<file path="src/hdl/tea_block_encrypt_top_macros.svh">
// assertion macros shared by the tea block encryption design
`ifndef TEA_BLOCK_ENCRYPT_TOP_MACROS_SVH
`define TEA_BLOCK_ENCRYPT_TOP_MACROS_SVH

`ifndef SYNTHESIS

// antecedent implies consequent in the same cycle
`define TBE_ASSERT_SAME(lbl, clk, rst, ante, cons) \
   lbl: assert property (@(posedge clk) disable iff (rst) (ante) |-> (cons)) \
      else $error("tbe assertion failed");

// antecedent implies consequent in the next cycle
`define TBE_ASSERT_NEXT(lbl, clk, rst, ante, cons) \
   lbl: assert property (@(posedge clk) disable iff (rst) (ante) |=> (cons)) \
      else $error("tbe assertion failed");

`else

`define TBE_ASSERT_SAME(lbl, clk, rst, ante, cons)
`define TBE_ASSERT_NEXT(lbl, clk, rst, ante, cons)

`endif

`endif

</file>
<file path="src/hdl/tbe_pkg.sv">
`default_nettype none

package tbe_pkg;

   // round constant added to the running sum once per round
   localparam logic [31:0] DELTA = 32'h9E3779B9;

   // configuration register indexes
   localparam int unsigned CSR_INDEX_WIDTH = 3;
   localparam logic [CSR_INDEX_WIDTH-1:0] KEY_WORD0_INDEX = 3'd0;
   localparam logic [CSR_INDEX_WIDTH-1:0] KEY_WORD1_INDEX = 3'd1;
   localparam logic [CSR_INDEX_WIDTH-1:0] KEY_WORD2_INDEX = 3'd2;
   localparam logic [CSR_INDEX_WIDTH-1:0] KEY_WORD3_INDEX = 3'd3;

   typedef struct packed {
      logic [31:0] word0;
      logic [31:0] word1;
      logic [31:0] word2;
      logic [31:0] word3;
   } key_type;

   typedef struct packed {
      logic [31:0] left;
      logic [31:0] right;
   } block_type;

   // running sum seen in round r (counting from zero), modulo 2^32
   function automatic logic [31:0] round_sum(input int unsigned r);
      logic [63:0] product;
      product = 64'(r + 1) * 64'(DELTA);
      return product[31:0];
   endfunction

   // one feistel mixing function
   function automatic logic [31:0] mix(input logic [31:0] x, input logic [31:0] sum,
                                       input logic [31:0] ka, input logic [31:0] kb);
      return ((x << 4) + ka) ^ (x + sum) ^ ((x >> 5) + kb);
   endfunction

endpackage

`default_nettype wire

</file>
<file path="src/hdl/tbe_stage.sv">
`default_nettype none

module tbe_stage #(
   parameter int unsigned STAGE = 0
) (
   input  wire logic               clock,
   input  wire logic               reset,
   input  wire logic               advance,
   input  wire logic               prev_valid,
   input  wire tbe_pkg::block_type prev_data,
   input  wire tbe_pkg::key_type   keys,
   output logic                    stage_valid,
   output tbe_pkg::block_type      stage_data
);

   // even stages update the left half, odd stages the right half
   localparam logic [31:0] SUM      = tbe_pkg::round_sum(STAGE / 2);
   localparam bit          IS_RIGHT = (STAGE % 2) == 1;

   logic               valid_ff;
   logic               valid_in;
   tbe_pkg::block_type data_ff;
   tbe_pkg::block_type data_in;

   // one half-round
   always_comb begin
      data_in = prev_data;
      if (IS_RIGHT) begin
         data_in.right = prev_data.right
                       + tbe_pkg::mix(prev_data.left, SUM, keys.word2, keys.word3);
      end else begin
         data_in.left = prev_data.left
                      + tbe_pkg::mix(prev_data.right, SUM, keys.word0, keys.word1);
      end
      valid_in = prev_valid;
   end

   // stage register, a full stage holds while the next stage is stalled
   always_ff @(posedge clock) begin
      if (reset) begin
         valid_ff <= 1'b0;
      end else if (advance) begin
         valid_ff <= valid_in;
      end
   end

   always_ff @(posedge clock) begin
      if (advance) begin
         data_ff <= data_in;
      end
   end

   assign stage_valid = valid_ff;
   assign stage_data  = data_ff;

endmodule

`default_nettype wire

</file>
<file path="config.mk">
export PLATFORM = sky130hd
export DESIGN_NAME = tbe_stage
export DESIGN_NICKNAME = d
export VERILOG_FILES = /design/src/hdl/tea_block_encrypt_top_macros.svh /design/src/hdl/tbe_pkg.sv /design/src/hdl/tbe_stage.sv
export SDC_FILE = /design/constraint.sdc
export NUM_CORES = 1
export LEC_CHECK = 0
export BUFFER_PORTS_ARGS = -buffer_cell sky130_fd_sc_hd__buf_2
export CAP_MARGIN = 0
export CORE_UTILIZATION = 56
export DETAILED_ROUTE_END_ITERATION = 8
export PLACE_DENSITY = 0.95
export REMOVE_ABC_BUFFERS = 1
export SLEW_MARGIN = 20
export SYNTH_ARGS = -nofsm -noshare
export SYNTH_HDL_FRONTEND = slang
export SYNTH_SLANG_ARGS = --single-unit
</file>
<file path="constraint.sdc">
create_clock -name clock -period 7.3 [get_ports clock]
set_input_delay 0.365 -clock clock [delete_from_list [all_inputs] [get_ports clock]]
set_output_delay 0.365 -clock clock [all_outputs]
set_load 0.05 [all_outputs]
</file>
* Word-level counts from Yosys, hierarchy flattened
Index checks and enable logic that the tools add are counted.
** Storage, ports and cells
- Memories :: 0
- ROM bits :: 0
- Bits in registers :: 65
- Output and inout port bits :: 65
- Bits in latches :: 0
- Logic and storage cells :: 9
- RAM bits :: 0
** Operators by class
- Multiplexer cells :: 0
- Div/mod/pow operators :: 0
- $add $sub $neg :: 4
- Equality and inequality tests :: 0
- Reduce and logical (&&, ||, !) cells :: 0
- Shift-type cells :: 0
- Multipliers :: 0
- $lt $le $gt $ge :: 0
- Bitwise gates (word level) :: 2
** Operators by type and width (count)
- adder 32 bit :: 2
- XOR 32 bit :: 2
- adder 27 x 32 -> 32 bit :: 1
- adder 32 bit (second input constant) :: 1

* Longest topological paths before layout
- Depth after elaboration :: 4
- Mapped depth :: 22
- Depth with buffers taken out :: 22

* Worst setup path before layout
No wires, ideal clock.
- Path type :: input-to-reg
- Start :: in prev_data[0] in the netlist's numbering
- End :: reg data_ff, in the netlist stage_data[63] (data pin)
- Cell stages on the path :: 19
- Slack :: 2820 ps
- Library setup time :: 268 ps
- Arrival :: 4212 ps
- Cell sequence :: ha_1 -> a2111o_1 -> a21boi_0 -> nor2_1 -> o21ai_0 -> a21boi_0 -> xnor2_1 -> xnor2_1 -> xnor2_1 -> ha_1 -> a21o_1 -> a21o_1 -> a21oi_1 -> o31ai_1 -> a41oi_2 -> o21ai_1 -> a21o_1 -> a221oi_2 -> xnor3_1
** RTL lines
- start, declared :: line tbe_stage.sv:10 : input wire tbe_pkg::block_type prev_data,
- end signal, assigned :: line tbe_stage.sv:49 : data_ff <= data_in;
- end, declared :: line tbe_stage.sv:22 : tbe_pkg::block_type data_ff;

==> impl_metrics.tcl <==
set metrics [dict create \
    status "finished, final reports clean" \
    wl_per_cell_um 17.6 \
    grt_pass1_wl_um 32000 \
    async_flop_share_pct 0 \
    wl_um 20300 \
    yosysWarnings 0 \
    p_per_area_nw_per_um2 328 \
    min-delay-start "reset" \
    post_cts_buffers 0 \
    synthMostInstantiatedCell "xnor2_1" \
    period_needed_ns 5.11 \
    finalClockSkew_ns 0 \
    hold_viol 0 \
    ff2ff_path_depth 2 \
    gp_congestion 0.964 \
    worstPathRequired_ns 7.51 \
    dieArea_um2 13300 \
    synth_compound_area_share_pct 20.7 \
    synthFlopType "edfxtp_1" \
    yosys-top-cells-count "140 x xnor2_1, 88 x ha_1, 71 x a21oi_1, 64 x edfxtp_1, 48 x nand2_1" \
    fp.dieH_um 116 \
    drc_errors 0 \
    r2r-start "stage_valid" \
    rsz0062_at_grt "false" \
    drive_above_1_share_pct 23.2 \
    antenna_found_initial 2 \
    cts_tree "yes" \
    syn_inst 773 \
    cts_buffer_depth 2 \
    leakagePower_nw 3.89 \
    core_area_um2 12600 \
    rows 41 \
    ir_drop_mv 0.134 \
    syn-cell-area_um2 7220 \
    yosys.area_share.adder_pct 16.1 \
    yosys_register_bits 65 \
    ys_types 61 \
    vias 6804 \
    synth_top_area_share_pct 26.6 \
    dr.pass1.iters 5 \
    whs_path_depth 2 \
    timing.final.crit_share_pct 70.0 \
    grt_pass1_vias 6488 \
    r2r-end "stage_valid" \
    ff2ff_setup_slack_ns 6.71 \
    synthMuxAreaShare_pct 0.277 \
    start_kind "primary input" \
    track_usage_pct 31.3 \
    synth_xor_area_share_pct 21.7 \
    seq_area_frac_synth_pct 26.9 \
    htree_levels 3 \
    insertion_delay_ns 0.34 \
    avgSynthCellArea_um2 9.33 \
    die_width_um 116 \
    stdcell_area_um2 8700 \
    cts_hold_buf 0 \
    syn_to_final_growth_pct 20.6 \
    placed_area_um2 8400 \
    portBuffers 196 \
    end_kind "flop" \
    synth_top_family_by_area "XOR/XNOR gates" \
    ant_nets 0 \
    yosys.area.top_type "edfxtp_1" \
    cts_buffers 9 \
    max_slew_margin_pct 43.5 \
    post_cts_resized 0 \
    tightest_slew_ns 0.847 \
    drv_cap 0 \
    grt_max_degree 66 \
    clk_pin_slew_ns 0.05 \
    start_util_pct 57.4 \
    via_per_inst 5.89 \
    finalSetupViolCount 0 \
    synth-simple-area-share_pct 12.5 \
    dp_hpwl_um 15800 \
    drt-initial-drc-count 728 \
    fmax_mhz 196 \
    critPathArrivalTime_ns 5.32 \
    fin_tns_setup_ns 0 \
    synth_area_leaders "edfxtp_1 27%, xnor2_1 17%, ha_1 15%" \
    numClockSinks 65 \
    nNetsFinal 1264 \
    hold_path_end "stage_valid" \
    synth-edff-count 64 \
    finalMaxSlewViolations 0 \
    root_buffer "clkbuf_16" \
    cp_max_fo 7 \
    path_class "primary input to flop" \
    io_pins 261 \
    worst_hold_path_type "primary input to flop" \
    globalRouteOverflowTotal 0 \
]
## flip-flops by register name, indices dropped and copies added, names as in the netlist
signal and cells:
stage_data 64, stage_valid 1
## metrics by stage
step           hold slack (ns)  power, W  std cells  util (%)  setup slack [ns]
2_1_floorplan            0.437   0.00202        769         -              2.82
3_3_place_gp             0.486   0.00234       1138      66.9              2.14
3_5_place_dp             0.495   0.00240       1138      66.9              2.01
4_1_cts                  0.181   0.00284       1154      69.2              2.26
5_1_grt                  0.189   0.00303       1156      69.2              1.83
6_report                 0.180   0.00285       1156      69.2              2.19
## final cells by class
| class | instances | area, um^2 |
|---|---|---|
| fillers | 936 | 3870 |
| multi-input cells | 674 | 5150 |
| diodes | 2 | 5.00 |
| clock inverters | 5 | 37.5 |
| inverters | 30 | 113 |
| clock buffers | 11 | 253 |
| well taps | 172 | 215 |
| flip-flops and latches | 65 | 1940 |
| repair buffers | 197 | 988 |
## power by group
| group | total, W | internal, W | leakage [nW] | switching, W |
|---|---|---|---|---|
| combinational | 0.00182 | 0.000674 | 3.11 | 0.00115 |
| clock | 0.000429 | 0.000250 | 0.139 | 0.000179 |
| sequential | 0.000601 | 0.000580 | 0.635 | 0.0000207 |
## logic make-up after synthesis
| group | after synthesis |
|---|---|
| xor gates and xnor gates | 176 |
| DFF | 65 |
| adders and majority gates | 91 |
| and+or+nand+nor | 174 |
| AOI/OAI and AO/OA | 231 |
| buffers and inverters | 34 |
| muxes | 2 |
## critical path, cell delays in order
cell       delay [ns]
buf_2            0.17
ha_1             0.41
a21oi_1          0.31
nand2_1          0.12
a221oi_1         0.51
a21oi_1          0.16
o21ai_0          0.23
nand2_1          0.11
a31oi_1          0.31
a31oi_1          0.14
o311ai_0         0.15
ha_1             0.38
a21o_1           0.18
a21oi_1          0.13
nor2b_1          0.06
a311o_1          0.34
a31oi_1          0.16
o21ai_1          0.11
a31o_2           0.32
a2111oi_0        0.45
nand4b_1         0.18
## worst max path at each step
stage | endpoint | cells past startpoint | startpoint | slack [ns]
final | stage_data[62] | 21 | prev_data[16] | 2.19
after global routing | stage_data[62] | 21 | prev_data[16] | 1.83
after CTS | stage_data[63] | 20 | prev_data[0] | 2.26
after detailed placement | stage_data[63] | 20 | prev_data[0] | 2.01
after global placement | stage_data[63] | 21 | prev_data[0] | 2.14
after floorplan | stage_data[63] | 19 | prev_data[0] | 2.82
## cells in the final DEF (no fill, tap or decap), types with 5 or more instances in the layout
| cell | instances |
|---|---|
| a211oi_1 | 5 |
| ha_1 | 88 |
| a31oi_1 | 11 |
| nand4_1 | 7 |
| nand2b_1 | 10 |
| nor3_1 | 9 |
| a21oi_1 | 71 |
| nand3_1 | 15 |
| buf_2 | 196 |
| nand2_1 | 48 |
| nor2_1 | 37 |
| clkbuf_16 | 9 |
| xnor2_1 | 140 |
| o21a_1 | 8 |
| o21bai_1 | 17 |
| and3_1 | 9 |
| nor2b_1 | 10 |
| inv_1 | 30 |
| a21o_1 | 36 |
| o21ai_1 | 5 |
| xor2_1 | 34 |
| edfxtp_1 | 64 |
| o21ai_0 | 37 |
| a21boi_0 | 5 |
| o211ai_1 | 8 |
## routing by layer
layer  wire (um)  share of wire [%]  vias up  track usage, %
met5           0                  0        -               0
met4         997                4.9        0            18.3
met3        1480                7.3       77            3.71
met2        9230                 45      394            49.7
met1        8610                 42     3059            41.1
li1            -                  -     3274               -
(Power assumes the default switching activity.)
