===== src/hdl/tea_block_encrypt_top_macros.svh =====
// assertion macros shared by the tea block encryption design
`ifndef TEA_BLOCK_ENCRYPT_TOP_MACROS_SVH
`define TEA_BLOCK_ENCRYPT_TOP_MACROS_SVH

`ifndef SYNTHESIS

// antecedent implies consequent in the same cycle
`define TBE_ASSERT_SAME(lbl, clk, rst, ante, cons) \
   lbl: assert property (@(posedge clk) disable iff (rst) (ante) |-> (cons)) \
      else $error("tbe assertion failed");

// antecedent implies consequent in the next cycle
`define TBE_ASSERT_NEXT(lbl, clk, rst, ante, cons) \
   lbl: assert property (@(posedge clk) disable iff (rst) (ante) |=> (cons)) \
      else $error("tbe assertion failed");

`else

`define TBE_ASSERT_SAME(lbl, clk, rst, ante, cons)
`define TBE_ASSERT_NEXT(lbl, clk, rst, ante, cons)

`endif

`endif


===== src/hdl/tbe_pkg.sv =====
`default_nettype none

package tbe_pkg;

   // round constant added to the running sum once per round
   localparam logic [31:0] DELTA = 32'h9E3779B9;

   // configuration register indexes
   localparam int unsigned CSR_INDEX_WIDTH = 3;
   localparam logic [CSR_INDEX_WIDTH-1:0] KEY_WORD0_INDEX = 3'd0;
   localparam logic [CSR_INDEX_WIDTH-1:0] KEY_WORD1_INDEX = 3'd1;
   localparam logic [CSR_INDEX_WIDTH-1:0] KEY_WORD2_INDEX = 3'd2;
   localparam logic [CSR_INDEX_WIDTH-1:0] KEY_WORD3_INDEX = 3'd3;

   typedef struct packed {
      logic [31:0] word0;
      logic [31:0] word1;
      logic [31:0] word2;
      logic [31:0] word3;
   } key_type;

   typedef struct packed {
      logic [31:0] left;
      logic [31:0] right;
   } block_type;

   // running sum seen in round r (counting from zero), modulo 2^32
   function automatic logic [31:0] round_sum(input int unsigned r);
      logic [63:0] product;
      product = 64'(r + 1) * 64'(DELTA);
      return product[31:0];
   endfunction

   // one feistel mixing function
   function automatic logic [31:0] mix(input logic [31:0] x, input logic [31:0] sum,
                                       input logic [31:0] ka, input logic [31:0] kb);
      return ((x << 4) + ka) ^ (x + sum) ^ ((x >> 5) + kb);
   endfunction

endpackage

`default_nettype wire


===== src/hdl/tbe_key_regs.sv =====
`default_nettype none

module tbe_key_regs (
   input  wire logic                                 clock,
   input  wire logic                                 reset,
   input  wire logic                                 csr_write_enable,
   input  wire logic [tbe_pkg::CSR_INDEX_WIDTH-1:0]  csr_index,
   input  wire logic [31:0]                          csr_write_data,
   output tbe_pkg::key_type                          keys
);

   tbe_pkg::key_type key_ff;
   tbe_pkg::key_type key_in;

   // decode the register index, unknown indexes leave the key alone
   always_comb begin
      key_in = key_ff;
      if (csr_write_enable) begin
         case (csr_index)
            tbe_pkg::KEY_WORD0_INDEX: key_in.word0 = csr_write_data;
            tbe_pkg::KEY_WORD1_INDEX: key_in.word1 = csr_write_data;
            tbe_pkg::KEY_WORD2_INDEX: key_in.word2 = csr_write_data;
            tbe_pkg::KEY_WORD3_INDEX: key_in.word3 = csr_write_data;
            default: key_in = key_ff;
         endcase
      end
   end

   always_ff @(posedge clock) begin
      if (reset) begin
         key_ff <= '0;
      end else begin
         key_ff <= key_in;
      end
   end

   assign keys = key_ff;

endmodule

`default_nettype wire


===== config.mk =====
export PLATFORM = sky130hd
export DESIGN_NAME = tbe_key_regs
export DESIGN_NICKNAME = d
export VERILOG_FILES = /design/src/hdl/tea_block_encrypt_top_macros.svh /design/src/hdl/tbe_pkg.sv /design/src/hdl/tbe_key_regs.sv
export SDC_FILE = /design/constraint.sdc
export NUM_CORES = 1
export LEC_CHECK = 0
export BUFFER_PORTS_ARGS = -buffer_cell sky130_fd_sc_hd__buf_2
export CAP_MARGIN = 20
export CORE_MARGIN = 4
export CORE_UTILIZATION = 45
export DETAILED_ROUTE_END_ITERATION = 10
export PLACE_DENSITY = 0.75
export SETUP_SLACK_MARGIN = 0.15
export SYNTH_ARGS = -nofsm -noshare
export SYNTH_HDL_FRONTEND = slang
export SYNTH_SLANG_ARGS = --single-unit

===== constraint.sdc =====
create_clock -name clock -period 1 [get_ports clock]
set_input_delay 0.1 -clock clock [delete_from_list [all_inputs] [get_ports clock]]
set_output_delay 0.1 -clock clock [all_outputs]
set_load 0.02 [all_outputs]

==> After elaboration in Yosys (flattened, before gate mapping) <==
Cells that the tools add are included.
{ "word_totals": {"regBits": 128, "in_bits": 38, "word_cells": 12} }
{ "classes": {"eq_ne": 3, "n_reduce_logical": 5} }
{ "op_table": {"columns": ["operator", "count"], "rows": [
  ["$reduce_and A2 Y1", 4],
  ["$eq A3 B2 Y1 const B", 2],
  ["$eq A3 B1 Y1 const B", 1],
  ["$logic_not A3 Y1", 1]
]} }

==> Longest topological paths before layout <==
{ "depth": {"word_depth": 2, "ltp_mapped": 4, "depth_no_buf": 2} }

==> Worst setup path after synthesis <==
Ideal clock, no wire load.
{ "synth_timing": {"kind": "input -> register", "startpoint": "input csr_index[0] (netlist name)", "endpoint": "register key_ff (netlist bit keys[119])", "setup_ns": 0.121, "t_arrival_ns": 0.889, "required_time_ns": 0.879, "setup_slack_ns": -0.010, "path_stages": 3, "path_buffers": 1, "path_cell_list": "or4b_1 > buf_6 > mux2i_1"} }
{ "synth_between": {"elab_chain_cells": 2} }
{ "synth_rtl": {"columns": ["item", "line", "text"], "rows": [
  ["start, declared", "tbe_key_regs.sv:7", "input wire logic [tbe_pkg::CSR_INDEX_WIDTH-1:0] csr_index,"],
  ["$logic_not A3 Y1", "tbe_key_regs.sv:19", "case (csr_index)"],
  ["$reduce_and A2 Y1 (no line)", null, null],
  ["end signal, assigned", "tbe_key_regs.sv:33", "key_ff <= key_in;"],
  ["end, declared", "tbe_key_regs.sv:12", "tbe_pkg::key_type key_ff;"]
]} }
No other way between the ends.
A chain may end at the register's enable or synchronous reset.

==> Final worst setup path <==
{ "layout_timing": {"startpoint": "register key_ff (netlist bit keys[98])", "endpoint": "output keys[98] (netlist name)"} }
{ "layout_rtl": {"columns": ["item", "line", "text"], "rows": [
  ["end, declared", "tbe_key_regs.sv:9", "output tbe_pkg::key_type keys"]
]} }
No word-level cell between the ends.

==> results.txt <==
The run finished with clean final reports. Net switching is between 20% and 30% of the power. Of all nets on the critical path, the largest fanout is 2. The relative slew slack came out at about three quarters. The synthesized design devotes to its leading area cell type 50.6% of total area. Entering global routing, the biggest net connects 59 pins. In this run the number of H-tree levels came out at 4. The die outline width is roughly 110 um. The multi-input gate area in the final layout is ~2400 sq um. The combinational power share came out at approximately a tenth.

The final weighted congestion of routability-driven global placement came out at 0.824. The register with the most flip-flops in the layout has between 100 and 150 of them. The switching component of the power came out at ~2.7 mW. The clock power share came out at 45.1%. In this run, CTS created clock tree buffers numbering 17. The growth of design area from synthesis to finish is 60.9%. Max-cap violations in this run came to 0. The worst hold path belongs to the class in -> reg. Counting every instance in the synthesized netlist gives roughly 450. Yosys instantiated no cell more often than sky130_fd_sc_hd__nand2b_1. In this run the cell area of the synthesized design comes to between 5000 and 6000 sq um. The net count of the finished layout is 726. The number of nets still failing antenna checks after routing came out at 0. The max-slew violation count came out at 0.

The starting density of the core is between 40 and 50%. A synthesized cell averages between 10 and 15 sq um. The ratio of routed vias to standard cells is 4.88. The first global-routing pass estimated ~22,000 um of wire. The die is 114 um tall.

The number of nets in the synthesized netlist is between 400 and 500. The worst path arrival time came out at roughly 0.87 ns. The cell area after layout came out at between 8000 and 9000 sq um.

After synthesis, the most frequently instantiated cells are sky130_fd_sc_hd__nand2b_1, sky130_fd_sc_hd__dfxtp_1, sky130_fd_sc_hd__mux2i_1. The global-route usage over all layers is about 22%. Walking the worst path, the cells encountered are buf_6. Setup repair after global routing could not meet its margin everywhere. The initial antenna violation count was 0.

The core region is ~11,000 sq um. The routed design could run at a clock period as short as roughly 0.97 ns. The critical path start-end classification is reg -> out.

The number of cells in the finished layout apart from fillers came out at 838. The final hold violation count came out at 0. Summing all flip-flop and latch instances after layout gives between 2000 and 3000 sq um. Across the VDD grid, the largest voltage drop is around 0.84 mV.

The total global routing overflow is 0. The register bit total from synthesis came out at approximately 130. The slew at the pin with the worst max-slew slack is between 0.3 and 0.4 ns. The number of I/O pins is around 170. The clock network latency to the later pin of the worst-skew pair came out at ~0.4 ns. The share of final-layout standard cells stronger than drive strength 1 came out at approximately 60%.

The number of enable flip-flop cells after synthesis came out at 0. The number of design rule violations left after detail routing is 0. Setup violations remaining at the end of the flow were counted as 0.

For this design, the slowest cell found on the critical path is sky130_fd_sc_hd__dfxtp_2. The fraction of the cycle the final worst path needs came out at a little over nine tenths. The number of antenna diodes in the final layout is 0. The number of iterations in the first detailed-routing pass came out at 4. The internal power of the cells totals approximately 9.1 mW.

The area of the die is between 10,000 and 15,000 sq um. The sequential fraction of design power came out at 45.2%. The prevailing post-synth register cell is sky130_fd_sc_hd__dfxtp_1. The hold path depth is 3. The clock arrives with 0 ns of skew. The design draws 11.8 mW. For this run, the slowest stage of the critical path takes approximately 0.35 ns. The power density of the placed cells came out at 1450 nW/um^2. The tree built by TritonCTS fans out to 128 sinks.

The number of synthesis warnings is 0. The routed wire length is around 15,000 um. The number of vias in the routed layout is slightly above 4,000. The number of global-route vias before repair is about 4,400. After detailed placement, the design holds a cell count of 740. At the placement stage, the worst setup path has a slack of -0.189 ns. After synthesis, the share of flip-flops with an asynchronous set or reset is 0%. The tree is rooted in a sky130_fd_sc_hd__clkbuf_16. The placement row count came out at 38. In this run the tool buffered the top-level ports with 165 buffer cells. For this block, the initial DRC count from the detailed router was between 150 and 200. For the worst flop-to-flop path, the logic depth is 4.

The placed instances occupy a cell area of between 6000 and 7000 sq um. On the critical path the largest part of the delay comes from flip-flops. After clock tree synthesis, the clock-pin slew on the worst setup and hold paths is about 0.050 ns. The share of the Yosys chip area taken by registers is around half. The count of filler cells inserted in the layout came out at between 700 and 800. The required arrival time at the worst endpoint is 0.90 ns. In the post-synthesis netlist, the biggest area contributors are sky130_fd_sc_hd__dfxtp_1, sky130_fd_sc_hd__mux2i_1, sky130_fd_sc_hd__nand2b_1. Dividing the detail-routed wire length by the instance count gives 17.3 um. Derived from the worst setup path, the maximum achievable clock frequency is between 1000 and 1500 MHz. The netlist uses 11 different library cells. TritonCTS built the clock tree. STA classifies the critical path startpoint as a flip-flop. The worst path setup slack after routing came out at approximately 0.031 ns. The biggest area contributor in the post-synthesis netlist is sky130_fd_sc_hd__dfxtp_1. The post-detailed-placement half-perimeter wirelength is about 8500 um. The number of buffers and inverters on the critical path came out at 1. The nature of the critical path endpoint is an output port. The number of stages on the worst setup path is 1. The maximum count of clock buffers along a single path is 2. In this run the static leakage power is around 4.0 nW.
[power by group through the flow]
stage / clock network [mW] / registers [mW] / logic [mW]
floorplan: 0 / 5.52 / 0.428
global placement: 0 / 5.38 / 0.877
finish: 5.32 / 5.33 / 1.14
detailed placement: 0 / 5.38 / 0.897
CTS: 5.38 / 5.32 / 1.07
global route: 5.66 / 5.34 / 1.20
[metrics by stage]
step                util, %  TNS [ns]  hold slack, ns
finish                 74.5         0          0.0412
global route           74.5   -0.0142          0.0550
CTS                    71.5         0          0.0284
detailed placement     56.0    -11.88           0.442
global placement       56.0     -8.30           0.434
floorplan                 -         0           0.321
[layout by cell type, fill, tap and decap left out]
cell type	synthesis	routed
sky130_fd_sc_hd__dfxtp_2	0	128
sky130_fd_sc_hd__clkinvlp_4	0	3
sky130_fd_sc_hd__nand4bb_4	0	1
sky130_fd_sc_hd__buf_2	12	37
sky130_fd_sc_hd__buf_4	0	71
sky130_fd_sc_hd__clkbuf_8	0	2
sky130_fd_sc_hd__or4b_4	0	1
sky130_fd_sc_hd__nand4b_1	1	1
sky130_fd_sc_hd__nor4b_4	0	1
sky130_fd_sc_hd__nand2b_4	0	2
sky130_fd_sc_hd__mux2i_1	128	128
sky130_fd_sc_hd__nor4bb_2	0	1
sky130_fd_sc_hd__clkinv_2	0	3
sky130_fd_sc_hd__buf_6	3	133
sky130_fd_sc_hd__clkbuf_1	17	4
sky130_fd_sc_hd__clkbuf_16	0	17
sky130_fd_sc_hd__nand2b_1	160	158
sky130_fd_sc_hd__nand4bb_2	0	1
sky130_fd_sc_hd__buf_12	0	6
[metal layers]
metal,global-route usage (%),wire (um),vias up
met5,0,0,-
met4,9.74,426,0
met3,5.13,680,28
met2,38.9,7680,119
met1,23.9,5750,1970
li1,-,-,1971
[final timing paths]
path,startpoint,to,slack [ns]
setup / recovery,keys[98],keys[98],0.03
hold / removal,csr_write_data[18],keys[82],0.04
setup reg to reg,keys[13],keys[13],0.16
hold reg to reg,keys[22],keys[22],0.47
[layout make-up]
cell class | count | area share [%]
sequential | 128 | 33.4
clock buffer | 23 | 5.75
clock inverter | 6 | 0.461
timing repair buffer | 247 | 28.7
tap | 140 | 2.15
multi-input combinational | 294 | 29.5
[logic make-up after synthesis]
kind of cell	count (synthesis)	share of synthesized area [%]
simple gates	166	21.0
mux	128	25.3
flops	128	50.6
buf+inv	32	3.11
[timing repair]
action / CTS / global route
endpoints found under the setup margin: 128 / 128
resized for setup: 384 / 7
buffers inserted: 30 / 39
hold buffers: 0 / 0
Note: power is estimated with default switching activity, not from simulation.
